$ cat src/rtl/core/nmeafr_pkg.sv
// Shared types and field widths for the NMEA sentence framer.
package nmeafr_pkg;

    localparam int LEN_W  = 11;
    localparam int SKIP_W = 16;
    localparam int MS_W   = 44;
    localparam int TIME_W = 64;

    // One finished (or dropped) sentence handed from the framer to the timing back end
    typedef struct packed {
        logic [LEN_W-1:0]  sentence_length;
        logic [SKIP_W-1:0] skipped_bytes;
        logic              epoch_found;
        logic [MS_W-1:0]   epoch_ms;
        logic              overlong;
    } job_t;

    // One result beat as presented on the output queue
    typedef struct packed {
        logic [LEN_W-1:0]  sentence_length;
        logic [SKIP_W-1:0] skipped_bytes;
        logic              epoch_found;
        logic [TIME_W-1:0] relative_time_ns;
        logic              time_clamped;
        logic              overlong;
    } result_t;

endpackage

$ cat src/rtl/core/nmeafr_fifo.sv
// Small register-based synchronous FIFO with occupancy count.
module nmeafr_fifo #(
    parameter int WIDTH = 8,
    parameter int DEPTH = 2
) (
    input  logic                         clk,
    input  logic                         rst_n,
    input  logic                         push,
    input  logic [WIDTH-1:0]             wr_data,
    input  logic                         pop,
    output logic [WIDTH-1:0]             rd_data,
    output logic                         empty,
    output logic [$clog2(DEPTH+1)-1:0]   count
);
    localparam int PTR_W = (DEPTH > 1) ? $clog2(DEPTH) : 1;
    localparam int CNT_W = $clog2(DEPTH + 1);

    logic [WIDTH-1:0] mem_reg [DEPTH];
    logic [PTR_W-1:0] wr_ptr_reg, wr_ptr_next;
    logic [PTR_W-1:0] rd_ptr_reg, rd_ptr_next;
    logic [CNT_W-1:0] count_reg, count_next;
    logic             do_push;
    logic             do_pop;

    assign empty   = (count_reg == '0);
    assign count   = count_reg;
    assign rd_data = mem_reg[rd_ptr_reg];
    assign do_push = push && (count_reg != CNT_W'(DEPTH));
    assign do_pop  = pop && !empty;

    // pointer and count update
    always_comb
    begin
        wr_ptr_next = wr_ptr_reg;
        rd_ptr_next = rd_ptr_reg;
        count_next  = count_reg;
        if (do_push)
        begin
            wr_ptr_next = (wr_ptr_reg == PTR_W'(DEPTH - 1)) ? '0 : wr_ptr_reg + PTR_W'(1);
        end
        if (do_pop)
        begin
            rd_ptr_next = (rd_ptr_reg == PTR_W'(DEPTH - 1)) ? '0 : rd_ptr_reg + PTR_W'(1);
        end
        if (do_push && !do_pop)
        begin
            count_next = count_reg + CNT_W'(1);
        end
        else if (do_pop && !do_push)
        begin
            count_next = count_reg - CNT_W'(1);
        end
    end

    always_ff @(posedge clk or negedge rst_n)
    begin
        if (!rst_n)
        begin
            wr_ptr_reg <= '0;
            rd_ptr_reg <= '0;
            count_reg  <= '0;
        end
        else
        begin
            wr_ptr_reg <= wr_ptr_next;
            rd_ptr_reg <= rd_ptr_next;
            count_reg  <= count_next;
        end
    end

    // storage
    always_ff @(posedge clk)
    begin
        if (do_push)
        begin
            mem_reg[wr_ptr_reg] <= wr_data;
        end
    end

endmodule

$ cat src/rtl/core/nmeafr_front.sv
// Byte framer: header hunt, sentence bounds, offset and digit-run epoch parsers.
module nmeafr_front #(
    parameter int MAX_SENTENCE_LEN = 1024
) (
    input  logic               clk,
    input  logic               rst_n,
    input  logic               beat,
    input  logic [7:0]         data_byte,
    output logic               job_push,
    output nmeafr_pkg::job_t   job
);
    import nmeafr_pkg::*;

    localparam int POS_W = $clog2(MAX_SENTENCE_LEN + 2);
    localparam int SUM_W = (POS_W + 1 > LEN_W) ? POS_W + 1 : LEN_W;
    localparam int ACC_W = 45;

    localparam logic [POS_W-1:0] POS_LIMIT  = POS_W'(MAX_SENTENCE_LEN + 1);
    localparam logic [POS_W-1:0] POS_COMMA  = POS_W'(6);
    localparam logic [ACC_W-1:0] EPOCH_LO   = 45'd1000000000000;
    localparam logic [ACC_W-1:0] EPOCH_HI   = 45'd10000000000000;

    localparam logic [7:0] CH_DOLLAR = 8'h24;
    localparam logic [7:0] CH_COMMA  = 8'h2C;
    localparam logic [7:0] CH_PLUS   = 8'h2B;
    localparam logic [7:0] CH_CR     = 8'h0D;
    localparam logic [7:0] CH_LF     = 8'h0A;
    localparam logic [7:0] CH_A      = 8'h41;
    localparam logic [7:0] CH_Z      = 8'h5A;
    localparam logic [7:0] CH_0      = 8'h30;
    localparam logic [7:0] CH_9      = 8'h39;

    typedef enum logic [3:0] {
        PH_HUNT    = 4'b0001,
        PH_HEADER  = 4'b0010,
        PH_BODY    = 4'b0100,
        PH_BODY_CR = 4'b1000
    } phase_t;

    typedef enum logic [3:0] {
        OS_IDLE   = 4'b0001,
        OS_SIGN   = 4'b0010,
        OS_DIGITS = 4'b0100,
        OS_DONE   = 4'b1000
    } ostat_t;

    // acc*10 + d, saturating at all ones
    function automatic logic [ACC_W-1:0] acc_digit(input logic [ACC_W-1:0] acc,
                                                   input logic [3:0] d);
        logic [ACC_W+3:0] sum;
        sum = ({4'b0, acc} << 3) + ({4'b0, acc} << 1) + {{ACC_W{1'b0}}, d};
        return (|sum[ACC_W+3:ACC_W]) ? {ACC_W{1'b1}} : sum[ACC_W-1:0];
    endfunction

    function automatic logic in_range(input logic [ACC_W-1:0] v);
        return (v > EPOCH_LO) && (v < EPOCH_HI);
    endfunction

    function automatic logic [SKIP_W-1:0] sat_add(input logic [SKIP_W-1:0] s,
                                                  input logic [2:0] n);
        logic [SKIP_W:0] sum;
        sum = {1'b0, s} + {{(SKIP_W-2){1'b0}}, n};
        return sum[SKIP_W] ? {SKIP_W{1'b1}} : sum[SKIP_W-1:0];
    endfunction

    phase_t             phase_reg, phase_next;
    logic [POS_W-1:0]   pos_reg, pos_next;
    logic [SKIP_W-1:0]  skip_reg, skip_next;
    logic [POS_W-1:0]   rem_off_reg, rem_off_next;
    logic [ACC_W-1:0]   off_acc_reg, off_acc_next;
    ostat_t             off_st_reg, off_st_next;
    logic [ACC_W-1:0]   run_acc_reg, run_acc_next;
    logic [POS_W-1:0]   run_start_reg, run_start_next;
    logic               run_active_reg, run_active_next;
    logic [MS_W-1:0]    fe_val_reg, fe_val_next;
    logic [POS_W-1:0]   fe_off_reg, fe_off_next;
    logic               fe_valid_reg, fe_valid_next;

    logic               dig;
    logic [3:0]         digit;
    logic               is_dollar;
    logic               is_letter;
    logic [ACC_W-1:0]   off_step;
    logic [ACC_W-1:0]   run_step;
    logic               hdr_ok;
    logic               off_ok;
    logic [SUM_W-1:0]   len_full;
    logic               apply_parse;
    logic               start_hdr;

    // parse results for the current byte, before deciding whether to apply them
    ostat_t             p_off_st;
    logic [ACC_W-1:0]   p_off_acc;
    logic [ACC_W-1:0]   p_run_acc;
    logic [POS_W-1:0]   p_run_start;
    logic               p_run_active;
    logic [MS_W-1:0]    p_fe_val;
    logic [POS_W-1:0]   p_fe_off;
    logic               p_fe_valid;

    assign dig       = (data_byte >= CH_0) && (data_byte <= CH_9);
    assign digit     = dig ? data_byte[3:0] : 4'd0;
    assign is_dollar = (data_byte == CH_DOLLAR);
    assign is_letter = (data_byte >= CH_A) && (data_byte <= CH_Z);
    assign off_step  = acc_digit(off_acc_reg, digit);
    assign run_step  = acc_digit(run_acc_reg, digit);
    assign hdr_ok    = (pos_reg < POS_COMMA) ? is_letter : (data_byte == CH_COMMA);
    assign off_ok    = ((off_st_reg == OS_DIGITS) || (off_st_reg == OS_DONE))
                       && in_range(off_acc_reg);
    assign len_full  = SUM_W'(pos_reg) + SUM_W'(1);

    // offset parser and digit-run scanner
    always_comb
    begin
        p_off_st     = off_st_reg;
        p_off_acc    = off_acc_reg;
        p_run_acc    = run_acc_reg;
        p_run_start  = run_start_reg;
        p_run_active = run_active_reg;
        p_fe_val     = fe_val_reg;
        p_fe_off     = fe_off_reg;
        p_fe_valid   = fe_valid_reg;

        unique case (off_st_reg)
            OS_IDLE:
            begin
                if ((rem_off_reg != '0) && (pos_reg == rem_off_reg))
                begin
                    if (dig)
                    begin
                        p_off_acc = ACC_W'(digit);
                        p_off_st  = OS_DIGITS;
                    end
                    else if (data_byte == CH_PLUS)
                    begin
                        p_off_st = OS_SIGN;
                    end
                    else
                    begin
                        p_off_acc = '0;
                        p_off_st  = OS_DONE;
                    end
                end
            end
            OS_SIGN:
            begin
                if (dig)
                begin
                    p_off_acc = ACC_W'(digit);
                    p_off_st  = OS_DIGITS;
                end
                else
                begin
                    p_off_acc = '0;
                    p_off_st  = OS_DONE;
                end
            end
            OS_DIGITS:
            begin
                if (dig)
                begin
                    p_off_acc = off_step;
                end
                else
                begin
                    p_off_st = OS_DONE;
                end
            end
            OS_DONE:
            begin
                p_off_st = OS_DONE;
            end
            default:
            begin
                p_off_st = OS_DONE;
            end
        endcase

        if (dig)
        begin
            if (!run_active_reg)
            begin
                p_run_active = 1'b1;
                p_run_start  = pos_reg;
                p_run_acc    = ACC_W'(digit);
            end
            else
            begin
                p_run_acc = run_step;
            end
        end
        else if (run_active_reg)
        begin
            p_run_active = 1'b0;
            if (!fe_valid_reg && in_range(run_acc_reg))
            begin
                p_fe_valid = 1'b1;
                p_fe_val   = run_acc_reg[MS_W-1:0];
                p_fe_off   = run_start_reg;
            end
        end
    end

    // framing state machine
    always_comb
    begin
        phase_next      = phase_reg;
        pos_next        = pos_reg;
        skip_next       = skip_reg;
        rem_off_next    = rem_off_reg;
        off_acc_next    = off_acc_reg;
        off_st_next     = off_st_reg;
        run_acc_next    = run_acc_reg;
        run_start_next  = run_start_reg;
        run_active_next = run_active_reg;
        fe_val_next     = fe_val_reg;
        fe_off_next     = fe_off_reg;
        fe_valid_next   = fe_valid_reg;
        apply_parse     = 1'b0;
        start_hdr       = 1'b0;
        job_push        = 1'b0;
        job             = '0;

        if (beat)
        begin
            unique case (phase_reg)
                PH_HUNT:
                begin
                    if (is_dollar)
                    begin
                        start_hdr = 1'b1;
                    end
                    else
                    begin
                        skip_next = sat_add(skip_reg, 3'd1);
                    end
                end
                PH_HEADER:
                begin
                    if (hdr_ok)
                    begin
                        apply_parse = 1'b1;
                        pos_next    = pos_reg + POS_W'(1);
                        if (pos_reg >= POS_COMMA)
                        begin
                            phase_next = PH_BODY;
                        end
                    end
                    else
                    begin
                        // header bytes so far are dropped, plus this byte unless it is '$'
                        skip_next = sat_add(skip_reg, pos_reg[2:0] + {2'b0, !is_dollar});
                        if (is_dollar)
                        begin
                            start_hdr = 1'b1;
                        end
                        else
                        begin
                            phase_next = PH_HUNT;
                        end
                    end
                end
                PH_BODY, PH_BODY_CR:
                begin
                    if ((phase_reg == PH_BODY_CR) && (data_byte == CH_LF))
                    begin
                        // end of sentence: pick the epoch source
                        job_push             = 1'b1;
                        job.sentence_length  = len_full[LEN_W-1:0];
                        job.skipped_bytes    = skip_reg;
                        job.epoch_found      = off_ok || fe_valid_reg;
                        job.epoch_ms         = off_ok ? off_acc_reg[MS_W-1:0] : fe_val_reg;
                        job.overlong         = 1'b0;
                        if (!off_ok && fe_valid_reg)
                        begin
                            rem_off_next = fe_off_reg;
                        end
                        skip_next  = '0;
                        phase_next = PH_HUNT;
                        pos_next   = '0;
                    end
                    else if (pos_reg >= POS_LIMIT)
                    begin
                        // too long: drop it, then treat this byte as a hunt byte
                        job_push      = 1'b1;
                        job.skipped_bytes = skip_reg;
                        job.overlong  = 1'b1;
                        pos_next      = '0;
                        if (is_dollar)
                        begin
                            skip_next = '0;
                            start_hdr = 1'b1;
                        end
                        else
                        begin
                            skip_next  = SKIP_W'(1);
                            phase_next = PH_HUNT;
                        end
                    end
                    else
                    begin
                        apply_parse = 1'b1;
                        pos_next    = pos_reg + POS_W'(1);
                        phase_next  = (data_byte == CH_CR) ? PH_BODY_CR : PH_BODY;
                    end
                end
                default:
                begin
                    phase_next = PH_HUNT;
                end
            endcase
        end

        if (apply_parse)
        begin
            off_st_next     = p_off_st;
            off_acc_next    = p_off_acc;
            run_acc_next    = p_run_acc;
            run_start_next  = p_run_start;
            run_active_next = p_run_active;
            fe_val_next     = p_fe_val;
            fe_off_next     = p_fe_off;
            fe_valid_next   = p_fe_valid;
        end

        // '$' opens a new header and clears the per-sentence parsers
        if (start_hdr)
        begin
            phase_next      = PH_HEADER;
            pos_next        = POS_W'(1);
            off_acc_next    = '0;
            off_st_next     = OS_IDLE;
            run_acc_next    = '0;
            run_start_next  = '0;
            run_active_next = 1'b0;
            fe_val_next     = '0;
            fe_off_next     = '0;
            fe_valid_next   = 1'b0;
        end
    end

    always_ff @(posedge clk or negedge rst_n)
    begin
        if (!rst_n)
        begin
            phase_reg      <= PH_HUNT;
            pos_reg        <= '0;
            skip_reg       <= '0;
            rem_off_reg    <= '0;
            off_acc_reg    <= '0;
            off_st_reg     <= OS_IDLE;
            run_acc_reg    <= '0;
            run_start_reg  <= '0;
            run_active_reg <= 1'b0;
            fe_val_reg     <= '0;
            fe_off_reg     <= '0;
            fe_valid_reg   <= 1'b0;
        end
        else
        begin
            phase_reg      <= phase_next;
            pos_reg        <= pos_next;
            skip_reg       <= skip_next;
            rem_off_reg    <= rem_off_next;
            off_acc_reg    <= off_acc_next;
            off_st_reg     <= off_st_next;
            run_acc_reg    <= run_acc_next;
            run_start_reg  <= run_start_next;
            run_active_reg <= run_active_next;
            fe_val_reg     <= fe_val_next;
            fe_off_reg     <= fe_off_next;
            fe_valid_reg   <= fe_valid_next;
        end
    end

endmodule

$ cat src/rtl/core/nmeafr_back.sv
// Timing back end: ms-to-ns scaling, start time latch, relative time and result queue.
module nmeafr_back (
    input  logic                 clk,
    input  logic                 rst_n,
    input  logic                 job_valid,
    input  nmeafr_pkg::job_t     job,
    output logic                 job_pop,
    input  logic                 cfg_valid,
    output logic                 cfg_ready,
    input  logic [63:0]          cfg_data,
    input  logic                 pop,
    output logic                 empty,
    output nmeafr_pkg::result_t  result
);
    import nmeafr_pkg::*;

    localparam int OUT_DEPTH = 4;
    localparam int CNT_W     = $clog2(OUT_DEPTH + 1);
    localparam int OCC_W     = CNT_W + 1;
    localparam int HALF_W    = MS_W / 2;
    localparam int PROD_W    = HALF_W + 20;
    localparam logic [19:0] MS_TO_NS = 20'd1000000;

    logic                 s1_v_reg;
    job_t                 s1_job_reg;
    logic [PROD_W-1:0]    s1_lo_reg;
    logic [PROD_W-1:0]    s1_hi_reg;
    logic                 s2_v_reg;
    job_t                 s2_job_reg;
    logic [TIME_W-1:0]    s2_ns_reg;
    logic [TIME_W-1:0]    start_time_reg, start_time_next;
    logic [TIME_W-1:0]    preset_reg;

    logic [CNT_W-1:0]     out_count;
    logic [OCC_W-1:0]     occupancy;
    logic [PROD_W-1:0]    lo_prod;
    logic [PROD_W-1:0]    hi_prod;
    logic [TIME_W-1:0]    ns_sum;
    logic [TIME_W-1:0]    eff_start;
    logic [TIME_W:0]      diff;
    logic                 out_push;
    result_t              res;
    logic [$bits(result_t)-1:0] res_bits;
    logic [$bits(result_t)-1:0] head_bits;

    function automatic logic [TIME_W-1:0] hi_prod_shift(input logic [PROD_W-1:0] h);
        return TIME_W'({h, {HALF_W{1'b0}}});
    endfunction

    assign cfg_ready = 1'b1;

    // take a job only when the result queue has room for everything in flight
    assign occupancy = OCC_W'(out_count) + OCC_W'(s1_v_reg) + OCC_W'(s2_v_reg);
    assign job_pop   = job_valid && (occupancy < OCC_W'(OUT_DEPTH));

    // stage 1: split 44x20 multiply into two 22x20 halves
    assign lo_prod = {{(PROD_W-HALF_W){1'b0}}, job.epoch_ms[HALF_W-1:0]}
                     * {{(PROD_W-20){1'b0}}, MS_TO_NS};
    assign hi_prod = {{(PROD_W-HALF_W){1'b0}}, job.epoch_ms[MS_W-1:HALF_W]}
                     * {{(PROD_W-20){1'b0}}, MS_TO_NS};

    // stage 2: combine halves
    assign ns_sum = {hi_prod_shift(s1_hi_reg)} + TIME_W'(s1_lo_reg);

    // stage 3: start time selection and relative time
    always_comb
    begin
        start_time_next = start_time_reg;
        eff_start       = start_time_reg;
        if (start_time_reg == '0)
        begin
            eff_start = (preset_reg != '0) ? preset_reg : s2_ns_reg;
        end
        diff = {1'b0, s2_ns_reg} - {1'b0, eff_start};

        res                  = '0;
        res.sentence_length  = s2_job_reg.sentence_length;
        res.skipped_bytes    = s2_job_reg.skipped_bytes;
        res.epoch_found      = s2_job_reg.epoch_found;
        res.overlong         = s2_job_reg.overlong;
        if (s2_job_reg.epoch_found)
        begin
            res.time_clamped     = diff[TIME_W];
            res.relative_time_ns = diff[TIME_W] ? '0 : diff[TIME_W-1:0];
            if (s2_v_reg && (start_time_reg == '0))
            begin
                start_time_next = eff_start;
            end
        end
    end

    assign out_push = s2_v_reg;
    assign res_bits = res;

    always_ff @(posedge clk or negedge rst_n)
    begin
        if (!rst_n)
        begin
            s1_v_reg       <= 1'b0;
            s2_v_reg       <= 1'b0;
            start_time_reg <= '0;
            preset_reg     <= '0;
        end
        else
        begin
            s1_v_reg       <= job_pop;
            s2_v_reg       <= s1_v_reg;
            start_time_reg <= start_time_next;
            if (cfg_valid && cfg_ready)
            begin
                preset_reg <= cfg_data;
            end
        end
    end

    // datapath stages
    always_ff @(posedge clk)
    begin
        if (job_pop)
        begin
            s1_job_reg <= job;
            s1_lo_reg  <= lo_prod;
            s1_hi_reg  <= hi_prod;
        end
        if (s1_v_reg)
        begin
            s2_job_reg <= s1_job_reg;
            s2_ns_reg  <= ns_sum;
        end
    end

    nmeafr_fifo #(
        .WIDTH ($bits(result_t)),
        .DEPTH (OUT_DEPTH)
    ) u_result_q (
        .clk     (clk),
        .rst_n   (rst_n),
        .push    (out_push),
        .wr_data (res_bits),
        .pop     (pop),
        .rd_data (head_bits),
        .empty   (empty),
        .count   (out_count)
    );

    assign result = result_t'(head_bits);

    // credit scheme never pushes into a full result queue
    a_no_overflow: assert property (@(posedge clk) disable iff (!rst_n)
        out_push |-> (out_count < CNT_W'(OUT_DEPTH)))
        else $error("result queue overflow");

    // once latched, the start time never changes
    a_start_hold: assert property (@(posedge clk) disable iff (!rst_n)
        (start_time_reg != '0) |=> (start_time_reg == $past(start_time_reg)))
        else $error("start time changed after latch");

    // a clamped time only comes with a found epoch and reads as zero
    a_clamp: assert property (@(posedge clk) disable iff (!rst_n)
        (out_push && res.time_clamped) |-> (res.epoch_found && (res.relative_time_ns == '0)))
        else $error("clamped result inconsistent");

    // a dropped sentence carries no length and no epoch
    a_overlong: assert property (@(posedge clk) disable iff (!rst_n)
        (out_push && res.overlong)
            |-> (!res.epoch_found && (res.sentence_length == '0) && !res.time_clamped))
        else $error("overlong result carries sentence data");

endmodule

$ cat src/rtl/core/nmea_sentence_framer_timestamp_core.sv
// Top level of the NMEA sentence framer with millisecond-epoch timestamping.
//
//   channel  | direction | handshake           | payload
//   ---------+-----------+---------------------+-------------------------------------
//   input    | in        | push / full         | data_byte
//   result   | out       | pop / empty         | sentence_length .. overlong
//   config   | in        | cfg_valid/cfg_ready | cfg_data (start_time_preset_ns)
//
// One byte is taken every clock while full is low; full rises only while the
// two-entry job queue between framer and timing back end is full.
// A result passes the job queue, the multiply stage and the sum stage on its way
// from the LF beat to the result queue (the subtract feeds the queue directly); the back end
// issues a job only when the four-entry result queue has room for all work in flight.
// Reset clears all control state; there is no clearing pass. cfg_ready is always high.
module nmea_sentence_framer_timestamp_core #(
    parameter int MAX_SENTENCE_LEN = 1024
) (
    input  logic         clk,
    input  logic         rst_n,
    input  logic         push,
    output logic         full,
    input  logic [7:0]   data_byte,
    output logic         empty,
    input  logic         pop,
    output logic [10:0]  sentence_length,
    output logic [15:0]  skipped_bytes,
    output logic         epoch_found,
    output logic [63:0]  relative_time_ns,
    output logic         time_clamped,
    output logic         overlong,
    input  logic         cfg_valid,
    output logic         cfg_ready,
    input  logic [63:0]  cfg_data
);
    import nmeafr_pkg::*;

    localparam int JOB_DEPTH = 2;
    localparam int JOB_CNT_W = $clog2(JOB_DEPTH + 1);

    logic                    beat;
    logic                    job_push;
    job_t                    job_in;
    job_t                    job_out;
    logic [$bits(job_t)-1:0] job_wr_bits;
    logic [$bits(job_t)-1:0] job_rd_bits;
    logic                    job_empty;
    logic                    job_pop;
    logic [JOB_CNT_W-1:0]    job_count;
    result_t                 result;

    assign full        = (job_count == JOB_CNT_W'(JOB_DEPTH));
    assign beat        = push && !full;
    assign job_wr_bits = job_in;
    assign job_out     = job_t'(job_rd_bits);

    nmeafr_front #(
        .MAX_SENTENCE_LEN (MAX_SENTENCE_LEN)
    ) u_front (
        .clk       (clk),
        .rst_n     (rst_n),
        .beat      (beat),
        .data_byte (data_byte),
        .job_push  (job_push),
        .job       (job_in)
    );

    nmeafr_fifo #(
        .WIDTH ($bits(job_t)),
        .DEPTH (JOB_DEPTH)
    ) u_job_q (
        .clk     (clk),
        .rst_n   (rst_n),
        .push    (job_push),
        .wr_data (job_wr_bits),
        .pop     (job_pop),
        .rd_data (job_rd_bits),
        .empty   (job_empty),
        .count   (job_count)
    );

    nmeafr_back u_back (
        .clk       (clk),
        .rst_n     (rst_n),
        .job_valid (!job_empty),
        .job       (job_out),
        .job_pop   (job_pop),
        .cfg_valid (cfg_valid),
        .cfg_ready (cfg_ready),
        .cfg_data  (cfg_data),
        .pop       (pop),
        .empty     (empty),
        .result    (result)
    );

    // result fields
    assign sentence_length  = result.sentence_length;
    assign skipped_bytes    = result.skipped_bytes;
    assign epoch_found      = result.epoch_found;
    assign relative_time_ns = result.relative_time_ns;
    assign time_clamped     = result.time_clamped;
    assign overlong         = result.overlong;

endmodule
$ cat config.mk
export PLATFORM = sky130hd
export DESIGN_NAME = nmea_sentence_framer_timestamp_core
export DESIGN_NICKNAME = d
export VERILOG_FILES = /design/src/rtl/core/nmeafr_pkg.sv /design/src/rtl/core/nmeafr_fifo.sv /design/src/rtl/core/nmeafr_front.sv /design/src/rtl/core/nmeafr_back.sv /design/src/rtl/core/nmea_sentence_framer_timestamp_core.sv
export SDC_FILE = /design/constraint.sdc
export NUM_CORES = 2
export LEC_CHECK = 0
export ABC_AREA = 1
export BUFFER_PORTS_ARGS = -buffer_cell sky130_fd_sc_hd__buf_2
export CAP_MARGIN = 10
export CORE_ASPECT_RATIO = 0.9
export CORE_MARGIN = 3
export CORE_UTILIZATION = 60
export DETAILED_ROUTE_END_ITERATION = 8
export PLACE_DENSITY_LB_ADDON = 0.1
export SLEW_MARGIN = 10
export SYNTH_ARGS = -nofsm -noshare
export SYNTH_HDL_FRONTEND = slang
export SYNTH_SLANG_ARGS = --single-unit
$ cat constraint.sdc
create_clock -name clk -period 11.5 [get_ports clk]
set_input_delay 0.575 -clock clk [delete_from_list [all_inputs] [get_ports clk]]
set_output_delay 0.575 -clock clk [all_outputs]
set_load 0.1 [all_outputs]
Yosys cells after proc, flatten, opt, wreduce, memory -nomap -nowiden
Memories as Yosys holds them, arrays and structs flattened. Index checks and enable logic that the tools add are counted.

Bits in registers: 539. Memory bits (writable): 522. Input bits: 77. Output and inout port bits: 97. Logic and storage cells: 269. Memories: 2.

Memory list: u_back.u_result_q.mem_reg (depth 4, width 94, rd ports 1, clocked after Yosys merged registers in 0, write ports 1, RTL line nmeafr_fifo.sv:18) `logic [WIDTH-1:0] mem_reg [DEPTH];`; u_job_q.mem_reg (depth 2, width 73, rd ports 1, clocked after Yosys merged registers in 0, write ports 1, RTL line nmeafr_fifo.sv:18).

Add/sub/neg operators: 21. Multiply operators: 2. Magnitude comparators: 12. Equality and inequality tests: 31. Muxes and demuxes: 108. Reductions and logical operators: 60.

Operators with widths (number): $mux W45 (13); $mux W44 (6); $mux W64 (3); $mux W11 (15); $mux W73 (2); $pmux W45 S3 (1); $mux W16 (8); $add A48 B46 Y49 (2); $add A49 B4 Y49 (2); $gt A45 B40 Y1 const B (2); $lt A45 B44 Y1 const B (2); $mul A22 B14 Y36 const B (2); $mux W4 (17); $mux W65 (1); $sub A64 B64 Y65 (1); $add A64 B42 Y64 (1); $logic_not A64 Y1 (1); $reduce_bool A64 Y1 (1); $pmux W16 S3 (1); $mux W1 (30); $eq A8 B6 Y1 const B (3); $pmux W4 S3 (2); $add A11 B1 Y11 const B (2); $pmux W11 S2 (1); 50 further kinds (115).

Logic depth before layout (Yosys ltp)
Depth in word-level cells: 10. Depth in mapped cells: 30. Gate-level depth less buffers: 28.

Hierarchy
A second synthesis with hierarchy kept.

Cell total of the unflattened synthesis: 7802. Area total of the unflattened synthesis: 68288.0 um^2.

Modules (own cells, without submodules): nmeafr_back (times used 1, cells an instance 3070, area an instance 27238.6 um^2, sequential area each 8898.5 um^2); nmeafr_front (times used 1, cells an instance 3158, area an instance 19955.4 um^2, sequential area each 5107.4 um^2); nmeafr_fifo at u_back.u_result_q (times used 1, cells an instance 1157, area an instance 15527.4 um^2, sequential area each 11466.0 um^2); nmeafr_fifo at u_job_q (times used 1, cells an instance 411, area an instance 5539.1 um^2, sequential area each 4484.3 um^2); nmea_sentence_framer_timestamp_core (times used 1, cells an instance 6, area an instance 27.5 um^2, sequential area each 0.0 um^2).

Worst setup path before layout
OpenSTA, ideal clock, no wires.

Path kind: reg2reg. From: reg u_job_q.rd_ptr_reg. To: reg u_back.s1_hi_reg[38], data pin. Library setup time: 253 ps. Arrival time: 5912 ps. Path slack: 5336 ps. Cell stages (with the launch flop): 27. Buffers on the path: 3. Clock period less this slack: 6164 ps. Cells stage by stage: dfrtp_1 > inv_1 > clkbuf_1 > clkbuf_1 > clkbuf_1 > nand2_1 > nand2_1 > fa_1 > fa_1 > fa_1 > fa_1 > ha_1 > inv_1 > fa_1 > inv_1 > ha_1 > nand2_1 > nor2_1 > nand2_1 > nand2_1 > a31oi_1 > o21ai_0 > a31oi_1 > o21ai_0 > nand2_1 > nand4_1 > nand2_1.

RTL lines: from (decl) (RTL line nmeafr_fifo.sv:20) `logic [PTR_W-1:0] rd_ptr_reg, rd_ptr_next;`; from (signal assigned) (RTL line nmeafr_fifo.sv:66) `rd_ptr_reg <= rd_ptr_next;`; to (signal assigned) (RTL line nmeafr_back.sv:123) `s1_hi_reg <= hi_prod;`; to (decl) (RTL line nmeafr_back.sv:27) `logic [PROD_W-1:0] s1_hi_reg;`.

Worst setup path after layout
From: reg u_job_q.rd_ptr_reg. To: reg u_back.s1_hi_reg[38], data pin.

Longest elaborated chain between the ends: 2.

RTL lines: $mem_v2 Z2 W73; $mul A22 B14 Y36 (RTL line nmeafr_back.sv:60) `* {{(PROD_W-20){1'b0}}, MS_TO_NS};`; net u_back.hi_prod[38] (RTL line nmeafr_back.sv:37) `logic [PROD_W-1:0] hi_prod;`.

The timed path passes the listed nets, and every way through them passes these cells. A chain may end at the register's enable or synchronous reset.

==> qor.csv <==
metric,value,unit
setup TNS,0,ps
most frequent cells in the layout,"nand2_1 (1,127), nor2_1 (905), inv_1 (787), edfxtp_1 (710), o21ai_0 (662)",
DP Wirelength,137100,um
# DRC,0,
gp weighted congestion,0.9968,
Crit Path Max Fanout,46,
"Avg Cell Area, Syn",9.278,um2
clock transition at the registers of the reported paths,70,ps
outcome,"complete, no violations",
"Primary FF master, synth",edfxtp_1,
placed cell area,66940,um2
Die W,352.2,um
Fillers,8782,
Post-Route WL,180400,um
clock sink total,1055,
Clock Latency Late Sink,740,ps
clk_skew,35.45,ps
Final Cycle Share,61.95,%
area fraction of the dominant cell type after synthesis,32.94,%
Fmax,140.4,MHz
I/O pin cnt,174,
final core utilization,66.37,%
H-tree levels,3,
Core Area,106300,um2
vias in the first global route,48432,
Clock Tree Root,clkbuf_16,
fin nets,7882,
grt ovf,0,
max-slew violations,0,
Tmin final,7124,ps
Post-synth EDFFs,710,
largest net degree at the start of global routing,105,
initial antenna violation count,4,
DR vias,50178,
CTS tree,built,
CTS Buffer Depth,3,
growth of design area from synthesis to finish,9.036,%
Worst setup EP type,flop,
Worst slew margin,19.46,%
post-route cell area,70570,um2
Synth Warn #,0,
Routed wire per std cell,20.88,um
first-pass GRT wire length,278400,um
Synth area leaders,"edfxtp_1 (33%), dfrtp_1 (13%), ha_1 (9.9%)",
Final setup viols,0,
WS Path Type,reg -> reg,
die height,317.6,um
share of cells above drive strength 1,7.777,%
"Distinct cells, synth",73,
First-pass DRT Iterations,8,
postcts setup bufs,0,
Worst EP arrival,7590,ps
Post-synth ARST share,32.70,%
Starting Density,60.87,%
TritonCTS Buffers,107,
routed vias/inst,5.808,
Largest register FFs,376,
post-synthesis sequential area ratio,46.29,%
IO buf count,172,
Critical Path Start Type,flop,
Rows,113,
HP Class,in -> reg,
#FFs+latches synth,1055,
gr usage total,31.91,%
Least-Margin Pin Slew,1195,ps
antenna violation net count after detailed routing,0,
synthesized instance count,6975,
die area,111800,um2
leading area contributor after synthesis,edfxtp_1,
syn nets,7743,
Mapped Area,64720,um2
final hold vios,0,
CP required,11970,ps
unrepaired setup endpoints after global routing,false,
1st-iter DRT viols,4878,
"commonest non-fill, non-tap cell in the layout",nand2_1,
max cap viols,0,
[through the flow]
stage | hold slack, ps | worst slack, ps | cells
final | 54.54 | 4376 | 8639
after global routing | 26.10 | 3756 | 8639
after CTS | 6.080 | 4361 | 8638
after detailed placement | 404.5 | 4392 | 8440
after global placement | 401.5 | 4457 | 8440
after floorplan | 279.4 | 5336 | 6975
[synthesized netlist by cell type, types with 7 or more instances]
| cell type | count |
|---|---|
| a31oi_1 | 27 |
| dfrtp_1 | 343 |
| nand4_1 | 46 |
| nand2_2 | 7 |
| nand3_1 | 153 |
| nand3b_1 | 30 |
| o21ai_0 | 665 |
| inv_1 | 790 |
| fa_1 | 177 |
| a22oi_1 | 7 |
| a211oi_1 | 8 |
| ha_1 | 514 |
| o221ai_1 | 31 |
| buf_2 | 22 |
| a21boi_0 | 13 |
| o21bai_1 | 33 |
| nand2_1 | 1128 |
| edfxtp_1 | 710 |
| nor2_1 | 912 |
| a21oi_1 | 416 |
| nor4_1 | 46 |
| o22ai_1 | 114 |
| o21ai_2 | 41 |
| o21a_1 | 52 |
| a21o_1 | 20 |
| buf_6 | 10 |
| o21ai_1 | 17 |
| xnor2_1 | 94 |
| xor2_1 | 136 |
| nor3_1 | 85 |
| o211ai_1 | 13 |
| or2_2 | 84 |
| clkbuf_1 | 141 |
[critical path: stages, from the launching register on]
cell and delay (ps):
dfrtp_2 400, inv_2 370, buf_4 440, or2_2 180, o21ai_0 260, fa_1 610, inv_1 60, fa_1 510
fa_1 580, fa_1 430, ha_1 300, inv_1 50, fa_1 490, inv_1 40, ha_1 350, nand2_1 90
nor2_1 140, nand2_1 70, nand2_1 70, a31oi_1 70, o21ai_0 410, a31oi_1 200, o21ai_0 420, nand2_1 130
nand4_1 90, nand2_1 60
[cell type report]
type	instances	area [um2]	share of cell area, %
inverters	799	3005	4.259
clock buffers	120	2736	3.878
multi-input cells	4937	30990	43.92
well taps	1437	1798	2.548
repair buffers	214	1194	1.692
flip-flops and latches	1055	29970	42.47
clock inverters	76	868.3	1.231
diodes	1	2.502	0.003546
[metal layers]
layer | wire length (um) | vias up | track usage (%)
li1 | - | 24030 | -
met1 | 79450 | 24087 | 45.12
met2 | 82520 | 1738 | 50.85
met3 | 11080 | 323 | 4.132
met4 | 7310 | 0 | 11.74
met5 | 0 | - | 0
[path summary, 6_finish.rpt]
| check | from | end | slack [ps] | depth (start not counted) |
|---|---|---|---|---|
| max | u_job_q.rd_ptr_reg | u_back.s1_hi_reg[38] | 4380 | 25 |
| min | cfg_data[40] | u_back.preset_reg[40] | 50 | 3 |
| max reg2reg | u_job_q.rd_ptr_reg | u_back.s1_hi_reg[38] | 4380 | 25 |
| min reg2reg | u_back.s1_lo_reg[25] | u_back.s2_ns_reg[25] | 400 | 0 |
| max in group asynchronous | rst_n | u_front.skip_reg[12] | 8740 | 4 |
| min in group asynchronous | rst_n | u_back.preset_reg[40] | 380 | 2 |
[timing repair]
item                                   4_1_cts  5_1_grt
resized for setup                            0        0
hold buffers                                 2        0
endpoints found under the hold margin       68        0
[logic make-up after synthesis]
family | count (synthesis) | share of synthesized area, %
other cells | 1 | 0.005794
simple gates | 2520 | 16.21
xor+xnor | 230 | 3.113
mux | 5 | 0.08699
compound gates | 1490 | 12.97
fa+ha+maj | 691 | 15.41
flops | 1055 | 46.29
buf+inv | 983 | 5.910
Power is not shown: default switching activity piles up to over one toggle a cycle in this logic, so the estimate is an artifact.
